### src/design/xue_pkg.sv
`timescale 1ns / 1ps
// ----------------------------------------------------------------------------
// xue_pkg
// Shared types and character constants for the XML entity decoder.
// ----------------------------------------------------------------------------
package xue_pkg;

  localparam logic [7:0] CH_AMP   = 8'h26;  // '&'
  localparam logic [7:0] CH_SEMI  = 8'h3B;  // ';'
  localparam logic [7:0] CH_HASH  = 8'h23;  // '#'
  localparam logic [7:0] CH_QUOT  = 8'h22;  // '"'
  localparam logic [7:0] CH_LT    = 8'h3C;  // '<'
  localparam logic [7:0] CH_GT    = 8'h3E;  // '>'
  localparam logic [7:0] CH_APOS  = 8'h27;  // '\''
  localparam logic [7:0] CH_SPACE = 8'h20;
  localparam logic [7:0] CH_TAB   = 8'h09;
  localparam logic [7:0] CH_CR    = 8'h0D;
  localparam logic [7:0] CH_PLUS  = 8'h2B;
  localparam logic [7:0] CH_MINUS = 8'h2D;
  localparam logic [7:0] CH_ZERO  = 8'h30;
  localparam logic [7:0] CH_NINE  = 8'h39;

  // Entity names, first character in the low byte.
  localparam logic [31:0] NAME_AMP  = 32'h0070_6D61;  // "amp"
  localparam logic [31:0] NAME_QUOT = 32'h746F_7571;  // "quot"
  localparam logic [31:0] NAME_LT   = 32'h0000_746C;  // "lt"
  localparam logic [31:0] NAME_GT   = 32'h0000_7467;  // "gt"
  localparam logic [31:0] NAME_APOS = 32'h736F_7061;  // "apos"

  localparam logic [2:0] NAME_MAX = 3'd5;  // saturated: name longer than four

  typedef enum logic [1:0] {
    PH_SKIP   = 2'd0,   // skipping white space
    PH_DIGITS = 2'd1,   // after sign or digit
    PH_STOP   = 2'd2    // first non-digit seen
  } num_phase_t;

  typedef struct packed {
    logic        in_entity;
    logic [31:0] name_chars;
    logic [2:0]  name_count;
    num_phase_t  number_phase;
    logic        number_negative;
    logic [7:0]  number_value;
  } xue_state_t;

  typedef struct packed {
    logic [7:0] out_byte;
    logic       bad_escape;
    logic       string_done;
  } xue_res_t;

  localparam xue_state_t STATE_CLEAR = '{
    in_entity:       1'b0,
    name_chars:      32'd0,
    name_count:      3'd0,
    number_phase:    PH_SKIP,
    number_negative: 1'b0,
    number_value:    8'd0
  };

endpackage

### src/design/xue_if.sv
`timescale 1ns / 1ps
// ----------------------------------------------------------------------------
// xue_if
// Valid/ready channels for escaped input bytes and decoded result beats.
// ----------------------------------------------------------------------------
interface xue_in_if;
  logic       valid;
  logic       ready;
  logic [7:0] in_byte;
  logic       end_of_string;

  modport source (output valid, output in_byte, output end_of_string, input ready);
  modport sink   (input valid, input in_byte, input end_of_string, output ready);
endinterface

interface xue_out_if;
  logic       valid;
  logic       ready;
  logic [7:0] out_byte;
  logic       bad_escape;
  logic       string_done;

  modport source (output valid, output out_byte, output bad_escape, output string_done,
                  input ready);
  modport sink   (input valid, input out_byte, input bad_escape, input string_done,
                  output ready);
endinterface

### src/design/xue_step.sv
`timescale 1ns / 1ps
// ----------------------------------------------------------------------------
// xue_step
// Per-byte decode: next entity state and the optional result beat.
// ----------------------------------------------------------------------------
module xue_step
  import xue_pkg::*;
(
  input  xue_state_t st,
  input  logic [7:0] in_byte,
  input  logic       last,
  output xue_state_t st_nxt,
  output logic       emit,
  output xue_res_t   res
);

  logic       is_digit;
  logic       is_space;
  logic [7:0] digit_val;
  logic [7:0] val_x10;
  logic [7:0] resolved;
  logic       is_numeric;

  assign is_digit  = (in_byte >= CH_ZERO) && (in_byte <= CH_NINE);
  assign is_space  = (in_byte == CH_SPACE) || ((in_byte >= CH_TAB) && (in_byte <= CH_CR));
  assign digit_val = in_byte - CH_ZERO;
  assign val_x10   = {st.number_value[4:0], 3'b000} + {st.number_value[6:0], 1'b0};
  assign is_numeric = (st.name_count != 3'd0) && (st.name_chars[7:0] == CH_HASH);

  // Value of the entity closed by ';'; zero means malformed.
  always_comb begin
    resolved = 8'd0;
    if (is_numeric) begin
      resolved = st.number_negative ? (8'd0 - st.number_value) : st.number_value;
    end else if (st.name_count == 3'd3 && st.name_chars == NAME_AMP) begin
      resolved = CH_AMP;
    end else if (st.name_count == 3'd4 && st.name_chars == NAME_QUOT) begin
      resolved = CH_QUOT;
    end else if (st.name_count == 3'd2 && st.name_chars == NAME_LT) begin
      resolved = CH_LT;
    end else if (st.name_count == 3'd2 && st.name_chars == NAME_GT) begin
      resolved = CH_GT;
    end else if (st.name_count == 3'd4 && st.name_chars == NAME_APOS) begin
      resolved = CH_APOS;
    end
  end

  always_comb begin
    st_nxt = st;
    emit   = 1'b0;
    res    = '{out_byte: in_byte, bad_escape: 1'b0, string_done: last};
    if (st.in_entity) begin
      if (in_byte == CH_AMP) begin
        st_nxt = STATE_CLEAR;
        emit   = 1'b1;
        res    = '{out_byte: 8'd0, bad_escape: 1'b1, string_done: 1'b1};
      end else if (in_byte == CH_SEMI) begin
        st_nxt = STATE_CLEAR;
        emit   = 1'b1;
        if (resolved == 8'd0) begin
          res = '{out_byte: 8'd0, bad_escape: 1'b1, string_done: 1'b1};
        end else begin
          res = '{out_byte: resolved, bad_escape: 1'b0, string_done: last};
        end
      end else begin
        // name byte
        if (st.name_count == 3'd0) begin
          st_nxt.name_chars      = {24'd0, in_byte};
          st_nxt.number_phase    = PH_SKIP;
          st_nxt.number_negative = 1'b0;
          st_nxt.number_value    = 8'd0;
          st_nxt.name_count      = 3'd1;
        end else begin
          if (st.name_chars[7:0] == CH_HASH) begin
            unique case (st.number_phase)
              PH_SKIP: begin
                if (is_space) begin
                  st_nxt.number_phase = PH_SKIP;
                end else if (in_byte == CH_PLUS || in_byte == CH_MINUS) begin
                  st_nxt.number_negative = (in_byte == CH_MINUS);
                  st_nxt.number_phase    = PH_DIGITS;
                end else if (is_digit) begin
                  st_nxt.number_value = digit_val;
                  st_nxt.number_phase = PH_DIGITS;
                end else begin
                  st_nxt.number_phase = PH_STOP;
                end
              end
              PH_DIGITS: begin
                if (is_digit) begin
                  st_nxt.number_value = val_x10 + digit_val;
                end else begin
                  st_nxt.number_phase = PH_STOP;
                end
              end
              default: st_nxt.number_phase = st.number_phase;
            endcase
          end
          unique case (st.name_count)
            3'd1:    st_nxt.name_chars[15:8]  = in_byte;
            3'd2:    st_nxt.name_chars[23:16] = in_byte;
            3'd3:    st_nxt.name_chars[31:24] = in_byte;
            default: st_nxt.name_chars        = st.name_chars;
          endcase
          if (st.name_count < NAME_MAX) begin
            st_nxt.name_count = st.name_count + 3'd1;
          end
        end
        if (last) begin
          st_nxt = STATE_CLEAR;
          emit   = 1'b1;
          res    = '{out_byte: 8'd0, bad_escape: 1'b1, string_done: 1'b1};
        end
      end
    end else if (in_byte == CH_AMP) begin
      st_nxt           = STATE_CLEAR;
      st_nxt.in_entity = 1'b1;
      if (last) begin
        st_nxt = STATE_CLEAR;
        emit   = 1'b1;
        res    = '{out_byte: 8'd0, bad_escape: 1'b1, string_done: 1'b1};
      end
    end else begin
      emit = 1'b1;
    end
  end

endmodule

### src/design/xml_entity_unescape.sv
`timescale 1ns / 1ps
// ----------------------------------------------------------------------------
// xml_entity_unescape
// Streaming XML character entity decoder, one byte per beat.
// ----------------------------------------------------------------------------
//
//  channel  dir  payload                               notes
//  -------  ---  ------------------------------------  -------------------------
//  in_ch    in   in_byte[7:0], end_of_string           one escaped byte per beat
//  out_ch   out  out_byte[7:0], bad_escape, string_done zero or one beat per input
//
//  Cycles: one input beat per clock while in_ch.ready is high; a result
//  appears in the cycle after its input beat, from the result register.
//  The per-byte decode is a single combinational pass from the entity state
//  registers and the input beat to the result register.
//  Reset (rst_n low, synchronous) clears the entity state and the result valid.
//  Stalls: in_ch.ready drops only while a result is held and out_ch.ready is
//  low; a beat that yields no result ('&' or a name byte) still needs ready.
//
module xml_entity_unescape
  import xue_pkg::*;
(
  input  logic         clk,
  input  logic         rst_n,
  xue_in_if.sink       in_ch,
  xue_out_if.source    out_ch
);

  xue_state_t st_r;
  xue_state_t st_nxt;
  logic       emit;
  xue_res_t   res;

  logic       out_valid_r;
  xue_res_t   out_r;
  logic       in_acc;

  // Input is taken whenever the result register is empty or draining.
  assign in_ch.ready = !out_valid_r || out_ch.ready;
  assign in_acc      = in_ch.valid && in_ch.ready;

  xue_step u_step (
    .st      (st_r),
    .in_byte (in_ch.in_byte),
    .last    (in_ch.end_of_string),
    .st_nxt  (st_nxt),
    .emit    (emit),
    .res     (res)
  );

  // Entity state: advances once per accepted beat.
  always_ff @(posedge clk) begin
    if (!rst_n) begin
      st_r <= STATE_CLEAR;
    end else if (in_acc) begin
      st_r <= st_nxt;
    end
  end

  // Result register: loads on an accepted beat that produces a result,
  // empties when the sink takes the held beat.
  always_ff @(posedge clk) begin
    if (!rst_n) begin
      out_valid_r <= 1'b0;
    end else if (in_acc) begin
      out_valid_r <= emit;
    end else if (out_ch.ready) begin
      out_valid_r <= 1'b0;
    end
  end

  always_ff @(posedge clk) begin
    if (in_acc && emit) begin
      out_r <= res;
    end
  end

  assign out_ch.valid       = out_valid_r;
  assign out_ch.out_byte    = out_r.out_byte;
  assign out_ch.bad_escape  = out_r.bad_escape;
  assign out_ch.string_done = out_r.string_done;

`ifndef SYNTH
  // An error beat carries a zero byte and closes the string.
  a_err_shape: assert property (@(posedge clk) disable iff (!rst_n)
    (out_valid_r && out_r.bad_escape) |-> (out_r.out_byte == 8'd0 && out_r.string_done))
    else $error("error beat not zero or not string end");

  // The end of a string never leaves an entity open.
  a_eos_closes: assert property (@(posedge clk) disable iff (!rst_n)
    (in_acc && in_ch.end_of_string) |=> !st_r.in_entity)
    else $error("entity left open after end of string");

  // Outside an entity the name state is idle.
  a_idle_clear: assert property (@(posedge clk) disable iff (!rst_n)
    !st_r.in_entity |-> (st_r.name_count == 3'd0 && st_r.number_value == 8'd0))
    else $error("stale name state outside entity");

  a_count_max: assert property (@(posedge clk) disable iff (!rst_n)
    st_r.name_count <= NAME_MAX)
    else $error("name count past saturation");

  // Plain bytes pass straight through on the next cycle.
  a_pass: assert property (@(posedge clk) disable iff (!rst_n)
    (in_acc && !st_r.in_entity && in_ch.in_byte != CH_AMP) |=>
      (out_valid_r && !out_r.bad_escape && out_r.out_byte == $past(in_ch.in_byte)))
    else $error("plain byte not passed through");
`endif

endmodule

### src/flat_wrapper.sv
// flat-port wrapper written by rule: the top's interface ports become plain ports
module xml_entity_unescape_flat import xue_pkg::*;
  (clk, rst_n, in_ch_valid, in_ch_in_byte, in_ch_end_of_string, in_ch_ready, out_ch_valid, out_ch_out_byte, out_ch_bad_escape, out_ch_string_done, out_ch_ready);
  xue_in_if in_ch_i ();
  xue_out_if out_ch_i ();
  input  logic clk;
  input  logic rst_n;
  input wire logic [$bits(in_ch_i.valid)-1:0] in_ch_valid;
  input wire logic [$bits(in_ch_i.in_byte)-1:0] in_ch_in_byte;
  input wire logic [$bits(in_ch_i.end_of_string)-1:0] in_ch_end_of_string;
  output wire logic [$bits(in_ch_i.ready)-1:0] in_ch_ready;
  output wire logic [$bits(out_ch_i.valid)-1:0] out_ch_valid;
  output wire logic [$bits(out_ch_i.out_byte)-1:0] out_ch_out_byte;
  output wire logic [$bits(out_ch_i.bad_escape)-1:0] out_ch_bad_escape;
  output wire logic [$bits(out_ch_i.string_done)-1:0] out_ch_string_done;
  input wire logic [$bits(out_ch_i.ready)-1:0] out_ch_ready;
  assign in_ch_i.valid = in_ch_valid;
  assign in_ch_i.in_byte = in_ch_in_byte;
  assign in_ch_i.end_of_string = in_ch_end_of_string;
  assign in_ch_ready = in_ch_i.ready;
  assign out_ch_valid = out_ch_i.valid;
  assign out_ch_out_byte = out_ch_i.out_byte;
  assign out_ch_bad_escape = out_ch_i.bad_escape;
  assign out_ch_string_done = out_ch_i.string_done;
  assign out_ch_i.ready = out_ch_ready;
  xml_entity_unescape u_core (.clk(clk), .rst_n(rst_n), .in_ch(in_ch_i), .out_ch(out_ch_i));
endmodule
### config.mk
export PLATFORM = sky130hd
export DESIGN_NAME = xml_entity_unescape_flat
export DESIGN_NICKNAME = d
export VERILOG_FILES = /design/src/design/xue_pkg.sv /design/src/design/xue_if.sv /design/src/design/xue_step.sv /design/src/design/xml_entity_unescape.sv /design/src/flat_wrapper.sv
export SDC_FILE = /design/constraint.sdc
export NUM_CORES = 1
export LEC_CHECK = 0
export BUFFER_PORTS_ARGS = -buffer_cell sky130_fd_sc_hd__buf_2
export CORE_MARGIN = 2
export CORE_UTILIZATION = 55
export DETAILED_ROUTE_END_ITERATION = 10
export PLACE_DENSITY = 0.8
export RECOVER_POWER = 100
export REMOVE_ABC_BUFFERS = 1
export SYNTH_ARGS = -nofsm -noshare
export SYNTH_HDL_FRONTEND = slang
export SYNTH_SLANG_ARGS = --single-unit
### constraint.sdc
create_clock -name clk -period 4.3 [get_ports clk]
set_clock_uncertainty 0.15 [all_clocks]
set_input_delay 1.075 -clock clk [delete_from_list [all_inputs] [get_ports clk]]
set_output_delay 1.075 -clock clk [all_outputs]
set_load 0.02 [all_outputs]
Word-level counts from Yosys, hierarchy flattened
Cells that the tools add are included.
Operators by class
  add/subtract/negate cells: 5
  magnitude comparators: 5
  equal/unequal tests: 22
  mux-type cells: 44
  reductions and logical operators: 37
Operator list (number)
  $mux W47: 6
  $eq A32 B15 Y1 const B: 2
  $eq A32 B31 Y1 const B: 2
  $mux W8: 8
  $mux W10: 6
  $eq A8 B6 Y1 const B: 6
  $mux W46: 1
  $reduce_bool A5 Y1: 7
  $eq A32 B23 Y1 const B: 1
  $mux W6: 5
  $ne A6 B6 Y1 const B: 5
  $add A8 B8 Y8: 2
  $pmux W8 S2: 1
  $reduce_and A3 Y1: 5
  $mux W11: 1
  $logic_and A1 B1 Y1: 10
  $mux W1: 9
  $mux W9: 1
  $ge A8 B4 Y1 const B: 1
  $ge A8 B6 Y1 const B: 1
  $le A8 B4 Y1 const B: 1
  $le A8 B6 Y1 const B: 1
  $logic_not A8 Y1: 1
  $mux W2: 4
  other kinds (22): 26
Word-level totals
  register bits: 58
  input bits: 13
  output and inout port bits: 12

Logic depth before layout (Yosys ltp)
Gate-level depths: netlist (run 1).
  word-level depth: 13
  depth in mapped cells: 12
  depth with buffers taken out: 12

Hierarchy
Synthesis (run 1) repeated with hierarchy kept, for this count alone.
Second synthesis, totals
  cells, all modules: 557
  area, all modules: 4554.4 um2
Modules (own cells, without submodules)
  xue_step: instances 1, cells an instance 337, area each 2324.7 um2, sequential area each 0.0 um2
  xml_entity_unescape: instances 1, cells an instance 220, area each 2229.6 um2, sequential area each 1261.2 um2

Worst setup path before layout (run 1)
Ideal clock, no wire load.
  kind: input to register
  start point: input in_ch_in_byte[4]
  end point: register u_core.st_r[7] (netlist bit)
  arrival time: 3.196 ns
  required time: 4.054 ns
  setup slack: 0.858 ns
  stages on the path: 11
  cells stage by stage: ha_1 > xor2_1 > fa_1 > inv_1 > ha_1 > a21oi_1 > o21ai_0 > xnor2_1 > nand2_1 > xnor2_1 > o41ai_2
On the way
  word-level cells in the longest chain between the ends: 11
RTL lines
  start, declared: RTL line flat_wrapper.sv:9  | input wire logic [$bits(in_ch_i.in_byte)-1:0] in_ch_in_byte;
  parallel branches: the longest is 11 deep, another holds $sub A8 B6 Y8
  end signal, assigned: RTL line xml_entity_unescape.sv:56  | st_r <= st_nxt;
  end, declared: RTL line xml_entity_unescape.sv:29  | xue_state_t st_r;
Parallel ways; which one is timed is not known. The select of a mux whose other input is x is not followed.
A chain may end at the register's enable or synchronous reset.

Worst setup path in the final report (run 1)
  start point: input in_ch_in_byte[4]
  end point: register u_core.st_r[35] (netlist bit)
On the way
  word-level cells in the longest chain between the ends: 4
RTL lines
  $eq A8 B6 Y1: RTL line xue_step.sv:57  | end else if (in_byte == CH_SEMI) begin
  $mux W47: RTL line xue_step.sv:57
  $mux W47: RTL line xue_step.sv:53  | if (in_byte == CH_AMP) begin
  $mux W47: RTL line xue_step.sv:52  | if (st.in_entity) begin
Parallel ways exist; a longest one is shown, timed or not.

==> results of run 1 <==
-- placed cells by master (no fill, tap or decap), drive strengths merged, types with 7 or more instances in the layout --
cell type  instances
a21oi             24
and2              12
and3               8
buf               11
clkbuf            25
dfxtp             48
edfxtp            10
ha                16
inv               27
mux2i             27
nand2             26
nand3             14
nand4             11
nor2              63
nor2b              7
nor4               8
o21ai             20
or3                7
xnor2             11
-- how the worst min path moves through the flow --
stage | startpoint | end | slack [ns] | depth (start not counted)
final | u_core.st_r[20] | u_core.st_r[20] | 0.33 | 2
after global routing | u_core.st_r[20] | u_core.st_r[20] | 0.34 | 2
after CTS | u_core.st_r[20] | u_core.st_r[20] | 0.32 | 2
after detailed placement | u_core.st_r[20] | u_core.st_r[20] | 0.32 | 2
after global placement | u_core.st_r[21] | u_core.st_r[21] | 0.31 | 2
after floorplan | u_core.st_r[20] | u_core.st_r[20] | 0.30 | 2
-- worst min-delay path, stage by stage (launching register included) --
cell and delay (ns):
dfxtp_1 0.33, nand2_1 0.06, a21oi_1 0.05
-- per-stage QoR --
step,util (%),area [um^2],total power [uW],instances
detailed placement,59.6,3830,696,508
global placement,59.6,3830,693,508
CTS,62.6,4020,1190,522
global route,61.5,3950,1220,522
floorplan,-,3600,654,406
finish,61.5,3950,1180,522
-- layer usage --
metal | global-route usage (%) | vias up | wire [um]
met2 | 43.5 | 157 | 4230
met3 | 5.10 | 20 | 648
li1 | - | 1537 | -
met4 | 10.2 | 0 | 210
met5 | 0 | - | 0
met1 | 33.4 | 1543 | 4080
-- sequential cells by signal, summed over array words and instances (netlist names) --
signal	cells
u_core.out_ch.bad_escape	1
u_core.out_ch.out_byte	8
u_core.out_ch.string_done	1
u_core.out_ch.valid	1
u_core.st_r	47
-- report_power, final --
| part | internal [uW] | switching [uW] | leakage, uW |
|---|---|---|---|
| clock network | 290 | 212 | 0.000101 |
| logic | 34.4 | 77.9 | 0.00113 |
| registers | 563 | 5.63 | 0.000484 |
| total | 888 | 295 | 0.00171 |
-- final cells by class --
cell class	count	area share, %
clock inverters	3	1.01
flip-flops and latches	58	31.9
inverters	27	2.57
clock buffers	11	3.83
well taps	77	2.44
repair buffers	25	2.72
multi-input cells	321	55.5
-- kinds of logic (layout without fill, tap and decap cells) --
logic type,after synthesis,in the layout,synth area share (%)
AOI/OAI and AO/OA,79,79,15.2
xor gates and xnor gates,16,16,3.81
adders and majority gates,21,21,8.17
buffers and inverters,39,66,4.73
DFF,58,58,34.3
muxes,27,27,7.35
and+or+nand+nor,178,178,26.4
==> results.yml, run 1 <==
setup_path:
  critPathKind: "input port to flip-flop"
  cp-end-kind: "flip-flop"
  cp_slowest_cell: "nand3_1"
  start_kind: "input port"
  setup.worst_path.start: "in_ch_in_byte[4]"
  reg2reg_slack_ns: 1.38
  crit_arrival_ns: 3.89
  r2r_cells: 9
  path_delay_family: "simple AND/OR/NAND/NOR gates"
  cp_num_buf_inv: 2
  crit_path_end: "u_core.st_r[35]"
  timing.rr.start: "u_core.st_r[0]"
  crit_chain: "clkbuf_1 > inv_1 > ha_1 > and4_1 > nor3_1 > nand3_1 > nor2_1 > mux2i_1 > nor2_1"
  path_max_fanout: 14
  max_stage_delay_ns: 0.65
  rr_endpoint: "u_core.st_r[7]"
  crit_required_ns: 4.43
  path_depth: 9
  path_common_cell: "nor2_1"
drt:
  dr.pass1.iters: 8
  routedWlPerCell_um: 17.6
  dr_total_vias: 3257
  drt_iter0_markers: 320
  ant_nets: 0
  route.detailed.drc: 6
  wirelength_mm: 9.16
  vias_per_cell: 6.24
placement:
  dp_hpwl_mm: 6.73
  io_buffers: 24
  place_ws_ns: 0.486
  place.gp.congestion: 0.922
timing:
  hold_viol: 0
  setup_ws_ns: 0.537
  grt_setup_unrepaired: "no"
  holdWs_ns: 0.330
  fmax_ghz: 0.266
  finalCritPeriodShare_pct: 87.5
  setup_viol: 0
  worstMarginPinSlew_ns: 1.05
  slew_violations: 0
  maxSlewHeadroom_pct: 29.6
  setup_tns_ns: 0
  finalCriticalPeriod_ns: 3.76
yosys:
  yosysMostFrequentCell: "nor2_1"
  syn_inst: 418
  ys_seq_elements: 58
  avgSynthCellArea_um2: 8.80
  synth_warnings: 0
  yosysTopAreaCellShare_pct: 26.1
  synth_edf_count: 10
  yosysTopAreaCell: "dfxtp_1"
  ys_types: 66
  synth.area.top_cells: "dfxtp_1 (26%), edfxtp_1 (8.2%), mux2i_1 (7.3%), nor2_1 (6.3%), ha_1 (5.4%)"
  ys.flop_type: "dfxtp_1"
  seq_area_frac_synth_pct: 34.3
  async_reset_ff_share_pct: 0
  synthTopCellsByCount: "nor2_1 (62), dfxtp_1 (48), mux2i_1 (27)"
  syn_area_um2: 3680
grt:
  grt_max_degree: 47
  antenna_found_initial: 0
  overflow: 0
  grt_pass1_wl_mm: 14.9
  first_global_vias: 3047
  groute.usage.overall_pct: 26.1
layout:
  antenna_cells: 0
  drive_above_1_share_pct: 7.64
  n_fill_cell: 559
  final_nets: 476
  regArea_um2: 1260
  area_growth_syn_to_layout_pct: 7.38
  multi_input_area_um2: 2190
cts:
  cts_buffers: 9
  worst_skew_pair.late_latency_ns: 0.35
  clock-sinks: 58
  tritoncts: "done"
  h-tree-depth: 3
  path_clk_slew_ns: 0.06
  cts_resized: 0
  clockBufferDepth: 2
  root_buffer: "clkbuf_8"
  postCtsSetupBuffers: 0
  ctsHoldBuffers: 0
worst_hold_path:
  hp-class: "flip-flop to flip-flop"
power_and_ir_drop:
  peakVddDrop_v: 0.000155
  power_density_nw_per_um2: 300
  p_leak_uw: 0.00171
floorplanning:
  core_area_um2: 6420
  die_h_um: 85.8
  fp-row-count: 29
  fp.dieW_um: 85.8
  pin_count: 25
  initial_utilization_pct: 57.3
  dieArea_um2: 7360
run_status:
  status: "finished, violations left"
  violations: "design-rule violations"
flow_run:
  cap_violations: 0
Note: power is estimated with default switching activity, not from simulation.
==> inputs of run 2 (changes only) <==
Settings changed: PLACE_DENSITY 0.8 to 0.79, SLEW_MARGIN set to 30, SYNTH_HIERARCHICAL set to 1.
==> run 2 against run 1 <==
The run now ends clean. Register-to-register slack got worse by 0.38 ns. Hold slack worse by 0.0028 ns. Synthesized cell count is 33% higher. First-iteration DRC count up 11%. Flip-flop and latch count unchanged. Cell count up 28%. Area after synthesis rose by 24%. Global-route usage is 0.88 points higher.
==> results.yml, run 2 <==
layout:
  multi_input_area_um2: 2960
  largest-register: "u_core/st_r"
  final_nets: 593
  antenna_cells: 0
  area_growth_syn_to_layout_pct: 4.89
  regArea_um2: 1260
  drive_above_1_share_pct: 9.57
  stdcell_count: 669
  n_fill_cell: 730
  largest_register_ffs: 47
  final_cell_mix: "nand2_1 (126), mux2i_1 (49), dfxtp_1 (48)"
  final_common_cell: "nand2_1"
grt:
  grt_util_met3_pct: 4.79
  grt_pass1_wl_mm: 19.0
  overflow: 0
  first_global_vias: 3930
  busiest_layer: "met2"
  met2_usage_pct: 44.1
  groute.usage.overall_pct: 27.0
  use_met1_pct: 34.2
  antenna_found_initial: 0
  grt_max_degree: 51
cts:
  root_buffer: "clkbuf_8"
  tritoncts: "done"
  path_clk_slew_ns: 0.07
  clock-sinks: 58
  cts_resized: 0
  h-tree-depth: 3
  worst_skew_pair.late_latency_ns: 0.33
  clockBufferDepth: 2
  ctsHoldBuffers: 0
  postCtsSetupBuffers: 0
  cts_buffers: 9
placement:
  io_buffers: 24
  place.gp.congestion: 0.950
  dpl.cell_count: 653
  dp_hpwl_mm: 8.04
timing:
  setup_viol: 0
  worstMarginPinSlew_ns: 0.872
  slew_violations: 0
  fmax_ghz: 0.252
  maxSlewHeadroom_pct: 41.8
  hold_viol: 0
  grt_setup_unrepaired: "no"
  holdWs_ns: 0.327
  setup_tns_ns: 0
  finalCriticalPeriod_ns: 3.97
  finalCritPeriodShare_pct: 92.3
power_and_ir_drop:
  power_frac_seq_pct: 47.3
  p_leak_uw: 0.00179
  power_density_nw_per_um2: 248
  p_sw_uw: 305
  peakVddDrop_v: 0.000113
  comb_power_share_pct: 10.1
  power_uw: 1190
  power_frac_clock_pct: 42.6
  swShare_pct: 25.7
  p_int_uw: 881
floorplanning:
  fp.dieW_um: 95
  pin_count: 25
  core_area_um2: 8130
  dieArea_um2: 9030
  initial_utilization_pct: 56.0
  fp-row-count: 33
  die_h_um: 95
run_status:
  status: "complete, no violations"
setup_path:
  crit_required_ns: 4.34
  cp-end-kind: "flip-flop"
  path_delay_family: "simple AND/OR/NAND/NOR gates"
  cp_num_buf_inv: 2
  critPathKind: "input port to flip-flop"
  reg2reg_slack_ns: 1.00
  rr_endpoint: "u_core/st_r[7]"
  max_stage_delay_ns: 0.49
  start_kind: "input port"
  r2r_cells: 13
  timing.rr.start: "u_core/st_r[2]"
  cp_slowest_cell: "nor3b_1"
  setup.worst_path.start: "in_ch_in_byte[5]"
  crit_arrival_ns: 4.01
  path_max_fanout: 9
  crit_chain: "buf_2 > ha_1 > or3b_2 > nor3b_1 > or4_1 > clkbuf_1 > nor2_1 > and2_0 > a22o_1 > nand2_1 > mux2i_1"
drt:
  ant_nets: 0
  vias_per_cell: 6.32
  route.detailed.drc: 0
  dr.pass1.iters: 5
  wirelength_mm: 11.8
  dr_total_vias: 4231
  drt_iter0_markers: 355
  routedWlPerCell_um: 17.6
worst_hold_path:
  holdPathStages: 2
  holdPathEnd: "u_core/st_r[28]"
  hp-class: "flip-flop to flip-flop"
  worstHoldStart: "u_core/st_r[28]"
yosys:
  syn_inst: 557
  yosysMostFrequentCell: "nand2_1"
  ys_types: 70
  synth_edf_count: 10
  syn_area_um2: 4550
  yosysTopAreaCell: "dfxtp_1"
  ys_seq_elements: 58
  ys.flop_type: "dfxtp_1"
  avgSynthCellArea_um2: 8.18
  seq_area_frac_synth_pct: 27.7
  synth_warnings: 6
  synthTopCellsByCount: "nand2_1 (125), mux2i_1 (49), dfxtp_1 (48)"
  synth.area.top_cells: "dfxtp_1 (21%), mux2i_1 (11%), nand2_1 (10%), a22o_1 (6.9%), edfxtp_1 (6.6%)"
  yosysTopAreaCellShare_pct: 21.1
  async_reset_ff_share_pct: 0
flow_run:
  cap_violations: 0
run 2: changes by cell type after synthesis, moves of 9 or more:
cell and change:
a21oi_1 -10, a22o_1 +34, buf_2 +9, clkbuf_1 +9
mux2i_1 +22, nand2_1 +99, nor2_1 -35
run 2: cell families after synthesis:
family	share of synthesized area [%]
and+or+nand+nor	26.3
AOI/OAI and AO/OA	18.5
buffers and inverters	6.76
DFF	27.7
muxes	11.0
adders and majority gates	6.59
xor gates and xnor gates	3.08
run 2: metal layers:
metal	routed length, um	share of wire [%]
met3	939	8.0
met5	0	0
met1	5060	43
met2	5520	47
met4	281	2.4
run 2: layout make-up:
type / instances / share of cell area (%)
clock inverters: 5 / 1.13
flip-flops and latches: 58 / 26.4
well taps: 105 / 2.75
multi-input cells: 438 / 62.0
clock buffers: 11 / 2.96
repair buffers: 31 / 3.14
inverters: 21 / 1.65
run 2: worst reg2reg max path, stage by stage, from the launching register on:
cell and delay, ns:
dfxtp_1 0.60, inv_1 0.12, fa_1 0.62, inv_1 0.07, ha_1 0.29, a21o_1 0.20
a21oi_1 0.23, o21bai_1 0.09, a21oi_1 0.18, xnor2_1 0.16, o221ai_1 0.13, o21ai_0 0.17
nand2_1 0.08, mux2i_1 0.15
run 2: power by group through the flow:
stage	logic, uW	registers, uW	clock network [uW]
6_report	119	561	505
3_5_place_dp	121	573	0
4_1_cts	120	561	509
3_3_place_gp	118	573	0
2_1_floorplan	56.5	582	0
5_1_grt	126	561	532
run 2: worst max-delay path by stage:
stage,end,cells after the start,slack [ns]
after floorplan,u_core/out_ch.bad_escape,9,0.57
after global placement,u_core/st_r[4],12,0.40
after detailed placement,u_core/st_r[41],11,0.34
after CTS,u_core/st_r[41],11,0.68
after global routing,u_core/st_r[41],11,0.23
final,u_core/st_r[41],11,0.33
run 2: through the flow:
stage | area (um^2) | setup WS (ns) | utilization (%)
final | 4780 | 0.333 | 58.7
after global routing | 4780 | 0.230 | 58.7
after CTS | 4820 | 0.679 | 59.3
after detailed placement | 4630 | 0.343 | 56.9
after global placement | 4630 | 0.398 | 56.9
after floorplan | 4330 | 0.572 | -
==> inputs of run 3 (changes only) <==
Settings changed: CORE_ASPECT_RATIO set to 0.5.
Clock period 4.3 ns to 3.8 ns, I/O delays scaled along.
==> run 3 against run 2 <==
Cell count is 2.4% higher. Sequential share of layout area is 1.0 points lower. Largest power group is now the clock network. Highest routed layer unchanged. Routed wire length is 2.0% higher. Die area is 0.48% higher.
==> results.yml, run 3 (synthesis results as in run 2) <==
run_status:
  status: "complete, no violations"
grt:
  overflow: 0
  groute.usage.overall_pct: 27.7
  grt_max_degree: 48
  first_global_vias: 3884
  antenna_found_initial: 0
  grt_pass1_wl_mm: 19.3
cts:
  postCtsSetupBuffers: 0
  ctsHoldBuffers: 0
  cts_resized: 0
  worst_skew_pair.late_latency_ns: 0.34
  clock-sinks: 58
  root_buffer: "clkbuf_16"
  h-tree-depth: 3
  cts_buffers: 9
  tritoncts: "done"
  path_clk_slew_ns: 0.05
  clockBufferDepth: 2
setup_path:
  cp_num_buf_inv: 2
  max_stage_delay_ns: 0.56
  path_delay_family: "simple AND/OR/NAND/NOR gates"
  path_max_fanout: 7
  rr_endpoint: "u_core/st_r[7]"
  reg2reg_slack_ns: 0.61
  crit_required_ns: 3.84
  cp_slowest_cell: "nor3b_1"
  r2r_cells: 13
  timing.rr.start: "u_core/st_r[2]"
  critPathKind: "input port to flip-flop"
  crit_chain: "buf_2 > ha_1 > or3b_2 > nor3b_1 > or4_1 > nand2b_1 > buf_4 > o21ai_1 > a22o_1 > nand2_1 > mux2i_1"
  cp-end-kind: "flip-flop"
  start_kind: "input port"
  crit_arrival_ns: 3.59
layout:
  n_fill_cell: 660
  postLayoutCellArea_um2: 4970
  largest-register: "u_core/st_r"
  area_growth_syn_to_layout_pct: 9.09
  antenna_cells: 0
  largest_register_ffs: 47
  final_nets: 602
  final_cell_mix: "nand2_1 (125), mux2i_1 (49), dfxtp_1 (48)"
  drive_above_1_share_pct: 11.5
  final_common_cell: "nand2_1"
drt:
  route.detailed.drc: 0
  drt_iter0_markers: 522
  wirelength_met1_mm: 5.18
  wirelength_mm: 12.0
  routedWlPerCell_um: 17.6
  dr_total_vias: 4260
  dr_wl_met3_mm: 1.09
  top_layer: "met4"
  vias_per_cell: 6.22
  dr.pass1.iters: 5
  route.met2.wl_mm: 5.52
  ant_nets: 0
placement:
  place.gp.congestion: 0.922
  placed_area_um2: 4710
  io_buffers: 24
  dp_hpwl_mm: 8.23
floorplanning:
  die_h_um: 68.3
  fp.dieW_um: 133
  dieArea_um2: 9070
  fp-row-count: 23
  initial_utilization_pct: 56.7
  core_area_um2: 8030
  pin_count: 25
timing:
  grt_setup_unrepaired: "no"
  setup_tns_ns: 0
  slew_violations: 0
  setup_viol: 0
  holdWs_ns: 0.325
  finalCriticalPeriod_ns: 3.55
  fmax_ghz: 0.281
  finalCritPeriodShare_pct: 93.5
  maxSlewHeadroom_pct: 42.8
  worstMarginPinSlew_ns: 0.857
  hold_viol: 0
power_and_ir_drop:
  power_density_nw_per_um2: 313
  p_leak_uw: 0.00188
  peakVddDrop_v: 0.000204
worst_hold_path:
  holdPathEnd: "u_core/st_r[27]"
  holdPathStages: 2
  hp-class: "flip-flop to flip-flop"
  worstHoldStart: "u_core/st_r[27]"
flow_run:
  cap_violations: 0
run 3: per-stage QoR:
stage / util, % / worst slack [ns] / std cells / total power, uW
after floorplan: - / 0.197 / 517 / 722
after global placement: 58.6 / 0.208 / 669 / 788
after detailed placement: 58.6 / 0.128 / 669 / 789
after CTS: 62.1 / 0.430 / 685 / 1560
after global routing: 61.9 / 0.144 / 685 / 1600
final: 61.9 / 0.247 / 685 / 1560
run 3: how the worst max path moves through the flow:
stage,start,end,cells past startpoint
final,in_ch_in_byte[5],u_core/st_r[6],11
after global placement,in_ch_in_byte[4],u_core/out_ch.out_byte[0],11
after CTS,in_ch_in_byte[4],u_core/st_r[1],13
after floorplan,in_ch_in_byte[4],u_core/out_ch.bad_escape,9
after global routing,in_ch_in_byte[5],u_core/st_r[29],10
after detailed placement,in_ch_in_byte[4],u_core/st_r[1],13
run 3: area by class of cell:
type | count | area, um^2 | share of cell area [%]
inverters | 21 | 78.8 | 1.59
well taps | 112 | 140 | 2.82
multi-input cells | 438 | 2980 | 60.0
flip-flops and latches | 58 | 1260 | 25.4
clock buffers | 12 | 258 | 5.19
clock inverters | 4 | 25.0 | 0.504
repair buffers | 40 | 225 | 4.53
run 3: tightest hold or removal path: cells and delay by family, from the launching register on:
family | cells | cell delay, ns
flops | 1 | 0.32
mux | 1 | 0.05
simple gates | 1 | 0.05
run 3: power breakdown:
part,switching [uW],total (uW),internal [uW]
sequential,2.31,636,634
combinational,92.9,141,48.5
clock,300,778,478
run 3: metal layers:
metal,up-vias,track usage (%)
met1,2015,33.8
li1,2009,-
met2,207,47.0
met4,0,12.8
met3,29,7.26
met5,-,0
